## config.mk

```make
export PLATFORM = sky130hd
export DESIGN_NAME = servo_motion_profile_stepper_top
export DESIGN_NICKNAME = d
export VERILOG_FILES = /design/src/hw/rtl/smps_pkg.sv /design/src/hw/rtl/smps_step_unit.sv /design/src/hw/rtl/smps_motion.sv /design/src/hw/rtl/smps_divider.sv /design/src/hw/rtl/servo_motion_profile_stepper_top.sv
export SDC_FILE = /design/constraint.sdc
export NUM_CORES = 1
export LEC_CHECK = 0
export BUFFER_PORTS_ARGS = -buffer_cell sky130_fd_sc_hd__buf_4
export CAP_MARGIN = 20
export CORE_MARGIN = 3
export CORE_UTILIZATION = 55
export DETAILED_ROUTE_END_ITERATION = 8
export PLACE_DENSITY = 0.76
export REMOVE_ABC_BUFFERS = 1
export SYNTH_ARGS = -nofsm -noshare
export SYNTH_HDL_FRONTEND = slang
export SYNTH_SLANG_ARGS = --single-unit
```

## constraint.sdc

```tcl
create_clock -name clk -period 9.86 [get_ports clk]
set_input_delay 0.493 -clock clk [delete_from_list [all_inputs] [get_ports clk]]
set_output_delay 0.493 -clock clk [all_outputs]
set_load 0.01 [all_outputs]
```

## src/hw/rtl/smps_pkg.sv

```systemverilog
// Shared types and constants for the servo motion profile stepper.
`timescale 1ns / 1ps

package smps_pkg;

  // Field widths
  localparam int PW        = 26;  // position, velocity, acceleration, counts
  localparam int DIVW      = 10;  // pulse divisor
  localparam int CFG_IDX_W = 3;   // register index

  // Reset values
  localparam logic [PW-1:0]   POS_RESET   = 26'd1500000;
  localparam logic [PW-1:0]   LIMIT_RESET = 26'd65535;
  localparam logic [DIVW-1:0] DIV_RESET   = 10'd1;

  // Register map
  typedef enum logic [CFG_IDX_W-1:0] {
    REG_ENABLE      = 3'd0,
    REG_POS_GOAL    = 3'd1,
    REG_VEL_GOAL    = 3'd2,
    REG_ACCEL       = 3'd3,
    REG_VEL_LIMIT   = 3'd4,
    REG_ACCEL_LIMIT = 3'd5,
    REG_DIVISOR     = 3'd6
  } cfg_reg_t;

  // Motion settings handed to the update sequencer
  typedef struct packed {
    logic          enable;
    logic [PW-1:0] position_goal;
    logic [PW-1:0] velocity_goal;
    logic [PW-1:0] acceleration;
    logic [PW-1:0] velocity_limit;
    logic [PW-1:0] acceleration_limit;
  } motion_cfg_t;

  // Motion sequencer states
  typedef enum logic [1:0] {
    M_IDLE,
    M_POS,
    M_VEL
  } motion_state_t;

  // Top-level control states
  typedef enum logic [1:0] {
    T_IDLE,
    T_MOTION,
    T_DIV,
    T_LOAD
  } top_state_t;

endpackage

```

## src/hw/rtl/smps_step_unit.sv

```systemverilog
// Shared add-and-clamp unit: base plus or minus (x + y), clamped at a goal.
`timescale 1ns / 1ps

module smps_step_unit (
  input  logic [smps_pkg::PW-1:0] base,
  input  logic [smps_pkg::PW-1:0] x,
  input  logic [smps_pkg::PW-1:0] y,
  input  logic                    up,
  input  logic [smps_pkg::PW-1:0] goal,
  output logic [smps_pkg::PW-1:0] result
);
  import smps_pkg::*;

  logic [PW:0]          sum;
  logic signed [PW+2:0] base_ext;
  logic signed [PW+2:0] sum_ext;
  logic signed [PW+2:0] goal_ext;
  logic signed [PW+2:0] next;
  logic                 clamp;

  // Step magnitude and signed move
  always_comb begin
    sum      = {1'b0, x} + {1'b0, y};
    base_ext = $signed({3'b000, base});
    sum_ext  = $signed({2'b00, sum});
    goal_ext = $signed({3'b000, goal});
    next     = up ? (base_ext + sum_ext) : (base_ext - sum_ext);
  end

  // Stop at the goal on overshoot (signed, so below zero also stops)
  always_comb begin
    clamp  = up ? (next > goal_ext) : (next < goal_ext);
    result = clamp ? goal : next[PW-1:0];
  end

endmodule

```

## src/hw/rtl/smps_motion.sv

```systemverilog
// Position and velocity update sequencer around the shared step unit.
`timescale 1ns / 1ps

module smps_motion (
  input  logic                    clk,
  input  logic                    rst,
  input  logic                    start,
  input  logic                    period_ended,
  input  smps_pkg::motion_cfg_t   cfg,
  output logic                    done,
  output logic [smps_pkg::PW-1:0] position_ns,
  output logic [smps_pkg::PW-1:0] velocity_now,
  output logic                    pos_hit,
  output logic                    vel_hit
);
  import smps_pkg::*;

  motion_state_t state;
  motion_state_t state_next;
  logic          done_next;

  logic [PW-1:0] pos_new;
  logic          active;
  logic          accel_max;
  logic          bypass_pos;

  logic [PW-1:0] u_base;
  logic [PW-1:0] u_x;
  logic [PW-1:0] u_y;
  logic          u_up;
  logic [PW-1:0] u_goal;
  logic [PW-1:0] u_result;

  logic [PW-1:0] vel_upd;
  logic          vhit;

  // Update conditions
  always_comb begin
    active     = period_ended && cfg.enable && (cfg.position_goal != position_ns);
    accel_max  = cfg.acceleration >= cfg.acceleration_limit;
    bypass_pos = (velocity_now >= cfg.velocity_limit) && accel_max;
  end

  // Operand select: position step in M_POS, velocity ramp otherwise
  always_comb begin
    if (state == M_POS) begin
      u_base = position_ns;
      u_x    = cfg.acceleration >> 1;
      u_y    = velocity_now;
      u_up   = cfg.position_goal > position_ns;
      u_goal = cfg.position_goal;
    end else begin
      u_base = velocity_now;
      u_x    = cfg.acceleration;
      u_y    = '0;
      u_up   = cfg.velocity_goal > velocity_now;
      u_goal = cfg.velocity_goal;
    end
  end

  smps_step_unit u_step (
    .base   (u_base),
    .x      (u_x),
    .y      (u_y),
    .up     (u_up),
    .goal   (u_goal),
    .result (u_result)
  );

  // Velocity ramp result
  always_comb begin
    vel_upd = velocity_now;
    vhit    = 1'b0;
    if (velocity_now != cfg.velocity_goal) begin
      vel_upd = accel_max ? cfg.velocity_goal : u_result;
      vhit    = (vel_upd == cfg.velocity_goal);
    end
  end

  // Next state
  always_comb begin
    state_next = state;
    done_next  = 1'b0;
    unique case (state)
      M_IDLE: begin
        if (start) begin
          if (active) begin
            state_next = M_POS;
          end else begin
            done_next = 1'b1;
          end
        end
      end
      M_POS: begin
        state_next = M_VEL;
      end
      M_VEL: begin
        state_next = M_IDLE;
        done_next  = 1'b1;
      end
      default: begin
        state_next = M_IDLE;
      end
    endcase
  end

  // State register
  always_ff @(posedge clk) begin
    if (rst) begin
      state <= M_IDLE;
      done  <= 1'b0;
    end else begin
      state <= state_next;
      done  <= done_next;
    end
  end

  // Motion state and flags
  always_ff @(posedge clk) begin
    if (rst) begin
      position_ns  <= POS_RESET;
      velocity_now <= '0;
      pos_hit      <= 1'b0;
      vel_hit      <= 1'b0;
    end else begin
      unique case (state)
        M_IDLE: begin
          if (start && !active) begin
            pos_hit <= 1'b0;
            vel_hit <= 1'b0;
          end
        end
        M_POS: begin
          pos_new <= bypass_pos ? cfg.position_goal : u_result;
        end
        M_VEL: begin
          position_ns <= pos_new;
          vel_hit     <= vhit;
          if (pos_new == cfg.position_goal) begin
            velocity_now <= '0;
            pos_hit      <= 1'b1;
          end else begin
            velocity_now <= vel_upd;
            pos_hit      <= 1'b0;
          end
        end
        default: begin
        end
      endcase
    end
  end

endmodule

```

## src/hw/rtl/smps_divider.sv

```systemverilog
// Restoring divider, one quotient bit per cycle: pulse width over divisor.
`timescale 1ns / 1ps

module smps_divider (
  input  logic                      clk,
  input  logic                      rst,
  input  logic                      start,
  input  logic [smps_pkg::PW-1:0]   dividend,
  input  logic [smps_pkg::DIVW-1:0] divisor,
  output logic                      done,
  output logic [smps_pkg::PW-1:0]   quotient
);
  import smps_pkg::*;

  localparam int CNT_W = $clog2(PW + 1);

  logic [CNT_W-1:0] count;
  logic [DIVW-1:0]  rem;
  logic [DIVW-1:0]  div;
  logic [DIVW:0]    trial;
  logic             fits;

  // One trial subtract per step; a zero divisor always fits (all ones)
  always_comb begin
    trial = {rem, quotient[PW-1]};
    fits  = trial >= {1'b0, div};
  end

  // Step counter and done pulse
  always_ff @(posedge clk) begin
    if (rst) begin
      count <= '0;
      done  <= 1'b0;
    end else begin
      done <= 1'b0;
      if (start) begin
        count <= CNT_W'(PW);
      end else if (count != '0) begin
        count <= count - 1'b1;
        if (count == CNT_W'(1)) begin
          done <= 1'b1;
        end
      end
    end
  end

  // Remainder and quotient shift
  always_ff @(posedge clk) begin
    if (start) begin
      quotient <= dividend;
      rem      <= '0;
      div      <= divisor;
    end else if (count != '0) begin
      quotient <= {quotient[PW-2:0], fits};
      rem      <= fits ? DIVW'(trial - {1'b0, div}) : trial[DIVW-1:0];
    end
  end

endmodule

```

## src/hw/rtl/servo_motion_profile_stepper_top.sv

```systemverilog
// Servo motion profile stepper: top level, registers, control and result word.
`timescale 1ns / 1ps

// Each input word (one servo period event) yields one result word: pulse
// width, timer compare count, velocity and one-shot reached flags. An
// accepted word first passes the motion update, which is skipped when no
// update is due, or else runs a position step and a velocity step through
// one shared add-and-clamp unit and then a hand-off to the bit-serial
// divider that forms the compare count. The word then leaves the divider
// and loads the result register. The next word can be accepted in the
// cycle after the load, so a word is not taken before the last one is
// loaded. A result still stalled in the output register delays the load
// by the length of that stall. in_stall is high while a word is being
// worked on. A finished result may wait in the output register while the
// next word is accepted. Registers are to be written only when idle; the
// block itself does not enforce this.
module servo_motion_profile_stepper_top (
  input  logic                           clk,
  input  logic                           rst,
  // configuration
  input  logic                           cfg_write,
  input  logic [smps_pkg::CFG_IDX_W-1:0] cfg_index,
  input  logic [smps_pkg::PW-1:0]        cfg_data,
  // input channel
  input  logic                           in_valid,
  output logic                           in_stall,
  input  logic                           period_ended,
  // output channel
  output logic                           out_valid,
  input  logic                           out_stall,
  output logic [smps_pkg::PW-1:0]        pulse_width_ns,
  output logic [smps_pkg::PW-1:0]        compare_count,
  output logic [smps_pkg::PW-1:0]        current_velocity,
  output logic                           position_reached,
  output logic                           velocity_reached
);
  import smps_pkg::*;

  motion_cfg_t     mcfg;
  logic [DIVW-1:0] pulse_divisor;

  top_state_t state;
  top_state_t state_next;

  logic          in_accept;
  logic          div_start;
  logic          load;

  logic          mot_done;
  logic [PW-1:0] mot_position;
  logic [PW-1:0] mot_velocity;
  logic          mot_pos_hit;
  logic          mot_vel_hit;
  logic          div_done;
  logic [PW-1:0] div_quotient;

  // Configuration registers
  always_ff @(posedge clk) begin
    if (rst) begin
      mcfg.enable             <= 1'b0;
      mcfg.position_goal      <= POS_RESET;
      mcfg.velocity_goal      <= LIMIT_RESET;
      mcfg.acceleration       <= LIMIT_RESET;
      mcfg.velocity_limit     <= LIMIT_RESET;
      mcfg.acceleration_limit <= LIMIT_RESET;
      pulse_divisor           <= DIV_RESET;
    end else if (cfg_write) begin
      unique case (cfg_reg_t'(cfg_index))
        REG_ENABLE:      mcfg.enable             <= cfg_data[0];
        REG_POS_GOAL:    mcfg.position_goal      <= cfg_data;
        REG_VEL_GOAL:    mcfg.velocity_goal      <= cfg_data;
        REG_ACCEL:       mcfg.acceleration       <= cfg_data;
        REG_VEL_LIMIT:   mcfg.velocity_limit     <= cfg_data;
        REG_ACCEL_LIMIT: mcfg.acceleration_limit <= cfg_data;
        REG_DIVISOR:     pulse_divisor           <= cfg_data[DIVW-1:0];
        default: begin
        end
      endcase
    end
  end

  smps_motion u_motion (
    .clk          (clk),
    .rst          (rst),
    .start        (in_accept),
    .period_ended (period_ended),
    .cfg          (mcfg),
    .done         (mot_done),
    .position_ns  (mot_position),
    .velocity_now (mot_velocity),
    .pos_hit      (mot_pos_hit),
    .vel_hit      (mot_vel_hit)
  );

  smps_divider u_divider (
    .clk      (clk),
    .rst      (rst),
    .start    (div_start),
    .dividend (mot_position),
    .divisor  (pulse_divisor),
    .done     (div_done),
    .quotient (div_quotient)
  );

  // Control sequence and handshake
  always_comb begin
    state_next = state;
    in_stall   = (state != T_IDLE);
    in_accept  = in_valid && (state == T_IDLE);
    div_start  = 1'b0;
    load       = 1'b0;
    unique case (state)
      T_IDLE: begin
        if (in_valid) begin
          state_next = T_MOTION;
        end
      end
      T_MOTION: begin
        if (mot_done) begin
          div_start  = 1'b1;
          state_next = T_DIV;
        end
      end
      T_DIV: begin
        if (div_done) begin
          state_next = T_LOAD;
        end
      end
      T_LOAD: begin
        if (!out_valid || !out_stall) begin
          load       = 1'b1;
          state_next = T_IDLE;
        end
      end
      default: begin
        state_next = T_IDLE;
      end
    endcase
  end

  always_ff @(posedge clk) begin
    if (rst) begin
      state <= T_IDLE;
    end else begin
      state <= state_next;
    end
  end

  // Output word register
  always_ff @(posedge clk) begin
    if (rst) begin
      out_valid <= 1'b0;
    end else if (load) begin
      out_valid <= 1'b1;
    end else if (!out_stall) begin
      out_valid <= 1'b0;
    end
  end

  always_ff @(posedge clk) begin
    if (load) begin
      pulse_width_ns   <= mot_position;
      compare_count    <= div_quotient;
      current_velocity <= mot_velocity;
      position_reached <= mot_pos_hit;
      velocity_reached <= mot_vel_hit;
    end
  end

endmodule
```

==> results.py, run 1 <==
metrics = {
    "worst_setup_path": {
        "crit_top_cell": "ha_1",
        "critPathLaunch": "u_motion.state[0]$_SDFFE_PP0P_",
        "r2r-start": "u_motion.state[0]$_SDFFE_PP0P_",
        "cpLargestDelayFamily": "simple AND/OR/NAND/NOR gates",
        "worstPathRequired_ns": 10.33,
        "crit_slowest_cell": "or4_1",
        "critPathArrivalTime_ns": 9.85,
        "cp-start-kind": "flip-flop",
        "max_stage_delay_ns": 0.49,
        "r2r_cells": 39,
        "r2r_end": "u_motion.vel_hit$_SDFFE_PP0P_",
        "worstPathMaxFanout": 11,
        "critPathBufInv": 3,
        "cp-end-kind": "flip-flop",
        "critPathKind": "reg -> reg",
        "r2r_slack_ns": 0.48,
    },
    "cts": {
        "tritoncts": "done",
        "htreeDepth": 2,
        "clk_path_buf_depth": 3,
        "cts.sinks": 359,
        "numCtsBuffers": 40,
        "cts_root_buffer": "clkbuf_16",
        "clock_latency_ns": 0.57,
        "path_clk_slew_ns": 0.06,
    },
    "hold_path": {
        "hold_depth": 3,
        "min_from": "out_stall",
        "min_path_type": "in -> reg",
        "worstHoldEndpoint": "out_valid$_SDFFE_PP0P_",
    },
    "sta": {
        "slew_headroom_pct": 21.2,
        "setup_viol": 0,
        "layout_min_cycle_time_ns": 9.38,
        "skew_ns": 0.0167,
        "finalHoldViolations": 0,
        "hold_ws_ns": 0.217,
        "min_period_over_period_pct": 95.1,
        "max_freq_ghz": 0.107,
        "worst_slew_pin_slew_ns": 1.15,
        "finalMaxSlewViolations": 0,
    },
    "logic_synthesis": {
        "syn_area_per_cell_um2": 8.58,
        "yosys.area.top_type_share_pct": 19.1,
        "yosysWarnings": 0,
        "ys_seq_area_share_pct": 37.9,
        "synth-edff-count": 142,
        "synth_cell_type_count": 82,
        "synth-async-reset-ratio_pct": 0,
        "synth_ff_type": "dfxtp_1",
        "synth_cells": 2647,
        "synth_area_leaders": "dfxtp_1, edfxtp_1, ha_1, nand2_1, a21oi_1",
        "syn_area_um2": 22700,
        "yosysTopAreaCell": "dfxtp_1",
        "ys_seq_elements": 359,
    },
    "status": {
        "status": "finished clean",
    },
    "layout": {
        "regArea_um2": 8610,
        "drive_gt1_share_pct": 11.4,
        "area_growth_pct": 12.9,
        "nFillCells": 3392,
        "fin_area_um2": 25600,
        "n_antenna_cell": 0,
        "multi_input_area_um2": 12900,
        "layout.nets": 2997,
    },
    "power": {
        "power_density_nw_per_um2": 183,
        "peakVddDrop_mv": 0.155,
        "p_leak_nw": 11.1,
    },
    "place": {
        "gp_congestion": 1.01,
        "place_area_um2": 24200,
        "io_buffers": 116,
        "post-dp-hpwl_mm": 59.5,
    },
    "global_route": {
        "grt_pass1_wl_mm": 116,
        "grt_util_all_layers_pct": 34.5,
        "gr-total-overflow": 0,
        "antenna_found_initial": 2,
        "grt_pass1_vias": 19326,
        "grt_max_degree": 76,
    },
    "detailed_routing": {
        "wl_met3_mm": 7.06,
        "route.met2.wl_mm": 34.0,
        "drt_first_pass_iters": 9,
        "antenna_left": 0,
        "routed.top_layer": "met4",
        "routed_wl_mm": 78.3,
        "avgRoutedWirePerCell_um": 23.8,
        "routed_via_density": 6.18,
        "vias": 20310,
        "drtIter0Drc": 2114,
        "wl_met1_mm": 33.7,
        "drcViolationCount": 0,
    },
    "die": {
        "io_pins": 117,
        "die_height_um": 209,
        "fp.dieW_um": 209,
        "fp-row-count": 73,
        "initial_core_util_pct": 56.4,
        "die_area_um2": 43800,
        "core_area_um2": 40300,
    },
    "flow_run": {
        "drv_cap": 0,
    },
}
[per-layer routing]
layer	vias up	GRT usage, %
met3	158	7.57
li1	9450	-
met1	9813	47.5
met5	-	0
met2	889	52.4
met4	0	14.6
[metrics by stage]
stage / util, % / total power [mW] / std cells / setup slack (ns) / TNS [ns]
final: 63.6 / 4.68 / 3289 / 0.484 / 0
after global routing: 63.6 / 4.88 / 3289 / -0.0124 / -0.0124
after CTS: 63.2 / 4.65 / 3283 / 0.0606 / 0
after detailed placement: 60.0 / 3.16 / 3209 / 0.0363 / 0
after global placement: 60.0 / 3.12 / 3209 / 0.233 / 0
after floorplan: - / 2.68 / 2525 / -2.78 / -95.49
[repair_timing]
action,in CTS,in global routing
hold buffers,0,0
endpoints found under the setup margin,1,21
pin swaps,0,1
cloned,1,1
buffers inserted,0,2
resized for setup,0,16
[flip-flops by register name, indices dropped and copies added (netlist names), 5 cells and up]
| name | cells |
|---|---|
| mcfg | 131 |
| pulse_divisor | 10 |
| u_divider.div | 10 |
| u_divider.quotient | 26 |
| compare_count | 26 |
| u_motion.velocity_now | 26 |
| pulse_width_ns | 26 |
| current_velocity | 26 |
| u_motion.position_ns | 26 |
| u_divider.count | 5 |
| u_motion.pos_new | 26 |
| u_divider.rem | 10 |
[cells in the final DEF, fill, tap and decap left out, drive strengths merged, types with 10 or more instances in the layout]
master / instances
nand3b: 36
clkinv: 13
xnor2: 64
a22oi: 29
clkbuf: 55
nand2b: 21
a211oi: 22
edfxtp: 142
xor2: 31
o21bai: 15
a21o: 50
o21ai: 123
nor4: 16
and2: 10
mux2i: 33
a31oi: 16
o21a: 25
nor2: 227
o211ai: 10
nor3: 38
nor2b: 33
buf: 164
or3: 13
a211o: 56
nand4: 23
inv: 220
ha: 225
nand3: 33
a21oi: 224
nand2: 413
dfxtp: 217
mux2: 39
[worst max path at each step]
stage	to	slack (ns)	depth (start not counted)
final	u_motion.vel_hit$_SDFFE_PP0P_	0.48	39
after global routing	u_motion.vel_hit$_SDFFE_PP0P_	-0.01	40
after CTS	u_motion.vel_hit$_SDFFE_PP0P_	0.06	40
after detailed placement	u_motion.vel_hit$_SDFFE_PP0P_	0.04	40
after global placement	u_motion.vel_hit$_SDFFE_PP0P_	0.23	40
after floorplan	u_motion.vel_hit$_SDFFE_PP0P_	-2.78	39
[worst reg2reg max path: cells and delay by family (launching register included)]
family	cells	cell delay, ns
xor+xnor	2	0.54
flops	1	0.45
simple gates	15	3.12
fa+ha+maj	4	1.37
mux	1	0.30
buf+inv	3	0.45
compound gates	14	3.06
[cell type report]
type,count,share of cell area [%]
Sequential cell,359,33.6
Clock buffer,55,4.44
Timing Repair Buffer,164,5.09
Clock inverter,18,0.644
Tap cell,525,2.56
Inverter,217,3.18
Multi-Input combinational cell,1951,50.5
[cells in the mapped netlist (all sizes together), types with 32 or more instances]
library cell	count
a211o	56
a21o	50
a21oi	224
clkbuf	97
dfxtp	217
edfxtp	142
ha	225
inv	216
mux2	39
mux2i	33
nand2	413
nand3	33
nand3b	36
nor2	227
nor2b	32
nor3	38
o21ai	123
xnor2	64
[where the power goes]
| group | internal (mW) | switching [mW] |
|---|---|---|
| combinational | 0.512 | 0.813 |
| clock | 0.865 | 0.631 |
| sequential | 1.77 | 0.0942 |
[kinds of logic after synthesis]
family,share of synthesized area [%]
xor gates and xnor gates,3.66
adders and majority gates,12.7
DFF,37.9
and+or+nand+nor,17.8
muxes,3.44
buffers and inverters,5.75
AOI/OAI and AO/OA,18.7
No activity file was read; power rests on OpenSTA's default activity.
==> run 2, diff against run 1 <==
--- a/config.mk
+++ b/config.mk
@@ -8,10 +8,8 @@
 export BUFFER_PORTS_ARGS = -buffer_cell sky130_fd_sc_hd__buf_4
 export CAP_MARGIN = 20
 export CORE_MARGIN = 3
-export CORE_UTILIZATION = 55
+export CORE_UTILIZATION = 40
 export DETAILED_ROUTE_END_ITERATION = 8
-export PLACE_DENSITY = 0.76
-export REMOVE_ABC_BUFFERS = 1
 export SYNTH_ARGS = -nofsm -noshare
 export SYNTH_HDL_FRONTEND = slang
 export SYNTH_SLANG_ARGS = --single-unit
==> run 2 against run 1 <==
  * Total power up 1.1%
  * Utilization down 17 points
  * Clock-buffer cell count is 1 higher
  * Highest routed layer is now met5
  * Sequential power hardly changed
  * First-iteration DRC count fell by 20%
  * Die area increased by 36%
  * Clock power grew 3%
  * Maximum frequency increased by 1.1%
  * Setup slack improved by 0.10 ns
==> results.py, run 2 (synthesis results as in run 1) <==
metrics = {
    "worst_setup_path": {
        "max_stage_delay_ns": 0.57,
        "cp-end-kind": "flip-flop",
        "worstPathRequired_ns": 10.36,
        "worstPathMaxFanout": 17,
        "crit_slowest_cell": "or4_1",
        "critPathArrivalTime_ns": 9.77,
        "critPathKind": "reg -> reg",
        "cp-start-kind": "flip-flop",
        "crit_top_cell": "o21ai_0",
    },
    "layout": {
        "multi_input_area_um2": 12900,
        "layout.nets": 3018,
        "drive_gt1_share_pct": 11.8,
        "fin_util_pct": 46.9,
        "final_common_cell": "nand2_1",
        "regArea_um2": 8610,
        "layout_common_cells": "nand2_1, ha_1, nor2_1",
        "largest_reg_flops": 131,
        "nFillCells": 5406,
        "area_growth_pct": 15.0,
        "regMostFlops": "mcfg",
    },
    "cts": {
        "clk_path_buf_depth": 3,
        "hold_buffers": 0,
        "cts.sinks": 359,
        "clock_latency_ns": 0.58,
        "tritoncts": "done",
        "path_clk_slew_ns": 0.06,
        "cts_root_buffer": "clkbuf_16",
        "htreeDepth": 2,
        "numCtsBuffers": 41,
    },
    "global_route": {
        "gr-usage-met1_pct": 36.8,
        "top_usage_layer": "met2",
        "grt_util_all_layers_pct": 27.0,
        "gr-total-overflow": 0,
        "grt.met2_usage_pct": 42.9,
        "grt_max_degree": 84,
        "grt_pass1_wl_mm": 122,
        "grt_pass1_vias": 18818,
        "grtUsageMet3_pct": 2.99,
        "antenna_found_initial": 11,
    },
    "detailed_routing": {
        "drcViolationCount": 0,
        "routed_via_density": 5.61,
        "avgRoutedWirePerCell_um": 23.3,
        "antenna_left": 0,
        "routed_wl_mm": 82.5,
        "drt_first_pass_iters": 5,
        "vias": 19834,
        "drtIter0Drc": 1688,
    },
    "place": {
        "io_buffers": 116,
        "gp_congestion": 1.03,
        "post-dp-hpwl_mm": 64.4,
    },
    "die": {
        "fp-row-count": 86,
        "fp.dieW_um": 244,
        "core_area_um2": 55600,
        "initial_core_util_pct": 40.8,
        "die_height_um": 244,
        "io_pins": 117,
        "die_area_um2": 59700,
    },
    "sta": {
        "setup_viol": 0,
        "slew_headroom_pct": 25.7,
        "layout_min_cycle_time_ns": 9.28,
        "max_freq_ghz": 0.108,
        "finalMaxSlewViolations": 0,
        "hold_ws_ns": 0.196,
        "finalHoldViolations": 0,
        "worst_slew_pin_slew_ns": 1.10,
        "min_period_over_period_pct": 94.1,
        "skew_ns": 0.0286,
    },
    "power": {
        "peakVddDrop_mv": 0.139,
        "power_density_nw_per_um2": 181,
        "p_leak_nw": 11.2,
    },
    "flow_run": {
        "drv_cap": 0,
    },
    "logic_synthesis": {
        "syn_nets": 2911,
    },
    "hold_path": {
        "min_path_type": "in -> reg",
    },
    "status": {
        "status": "finished clean",
    },
}
[run 2: where the power goes]
part / internal (mW) / switching (mW)
logic: 0.525 / 0.808
registers: 1.77 / 0.0929
clock network: 0.914 / 0.625
[run 2: layout make-up]
cell class,count,area share [%]
clock buffer,56,4.46
clock inverter,20,0.786
antenna,1,0.00958
inverter,217,3.12
timing repair buffer,186,5.68
multi-input combinational,1949,49.4
sequential,359,33.0
tap,748,3.58
[run 2: what timing repair did]
| action | 4_1_cts | 5_1_grt |
|---|---|---|
| buffers inserted | 0 | 5 |
| endpoints found under the hold margin | 0 | 0 |
| setup endpoints to repair | 0 | 2 |
| resized for setup | 0 | 11 |
[run 2: path summary, 6_finish.rpt]
path | startpoint | slack [ns] | cells past startpoint | endpoint
max | u_motion.state[0]$_SDFFE_PP0P_ | 0.58 | 43 | u_motion.vel_hit$_SDFFE_PP0P_
min | out_stall | 0.20 | 3 | out_valid$_SDFFE_PP0P_
max reg2reg | u_motion.state[0]$_SDFFE_PP0P_ | 0.58 | 43 | u_motion.vel_hit$_SDFFE_PP0P_
min reg2reg | pulse_divisor[7]$_SDFFE_PP0P_ | 0.43 | 0 | u_divider.div[7]$_DFFE_PP_
[run 2: metrics by stage]
step                      TNS [ns]  total power, mW  setup WS, ns  std cells  cell area (um2)
after detailed placement         0             3.17         0.229       3451            24600
after global routing       -0.0546             4.95       -0.0546       3535            26100
after global placement           0             3.15         0.352       3450            24600
after CTS                        0             4.72         0.200       3527            26000
after floorplan                  0             2.71         0.190       2647            22700
final                            0             4.73         0.585       3536            26100
[run 2: metal layers]
metal	up-vias	part of all wire [%]
met5	-	0.019
met4	4	5.4
met3	184	5.7
met2	704	44
met1	9453	44
li1	9489	-
[run 2: worst max-delay path: cells and delay by family (launching register included)]
| family | cells | cell delay (ns) |
|---|---|---|
| simple gates | 16 | 3.42 |
| xor+xnor | 2 | 0.38 |
| compound gates | 17 | 3.08 |
| flops | 1 | 0.38 |
| fa+ha+maj | 4 | 1.21 |
| buf+inv | 3 | 0.42 |
| mux | 1 | 0.29 |
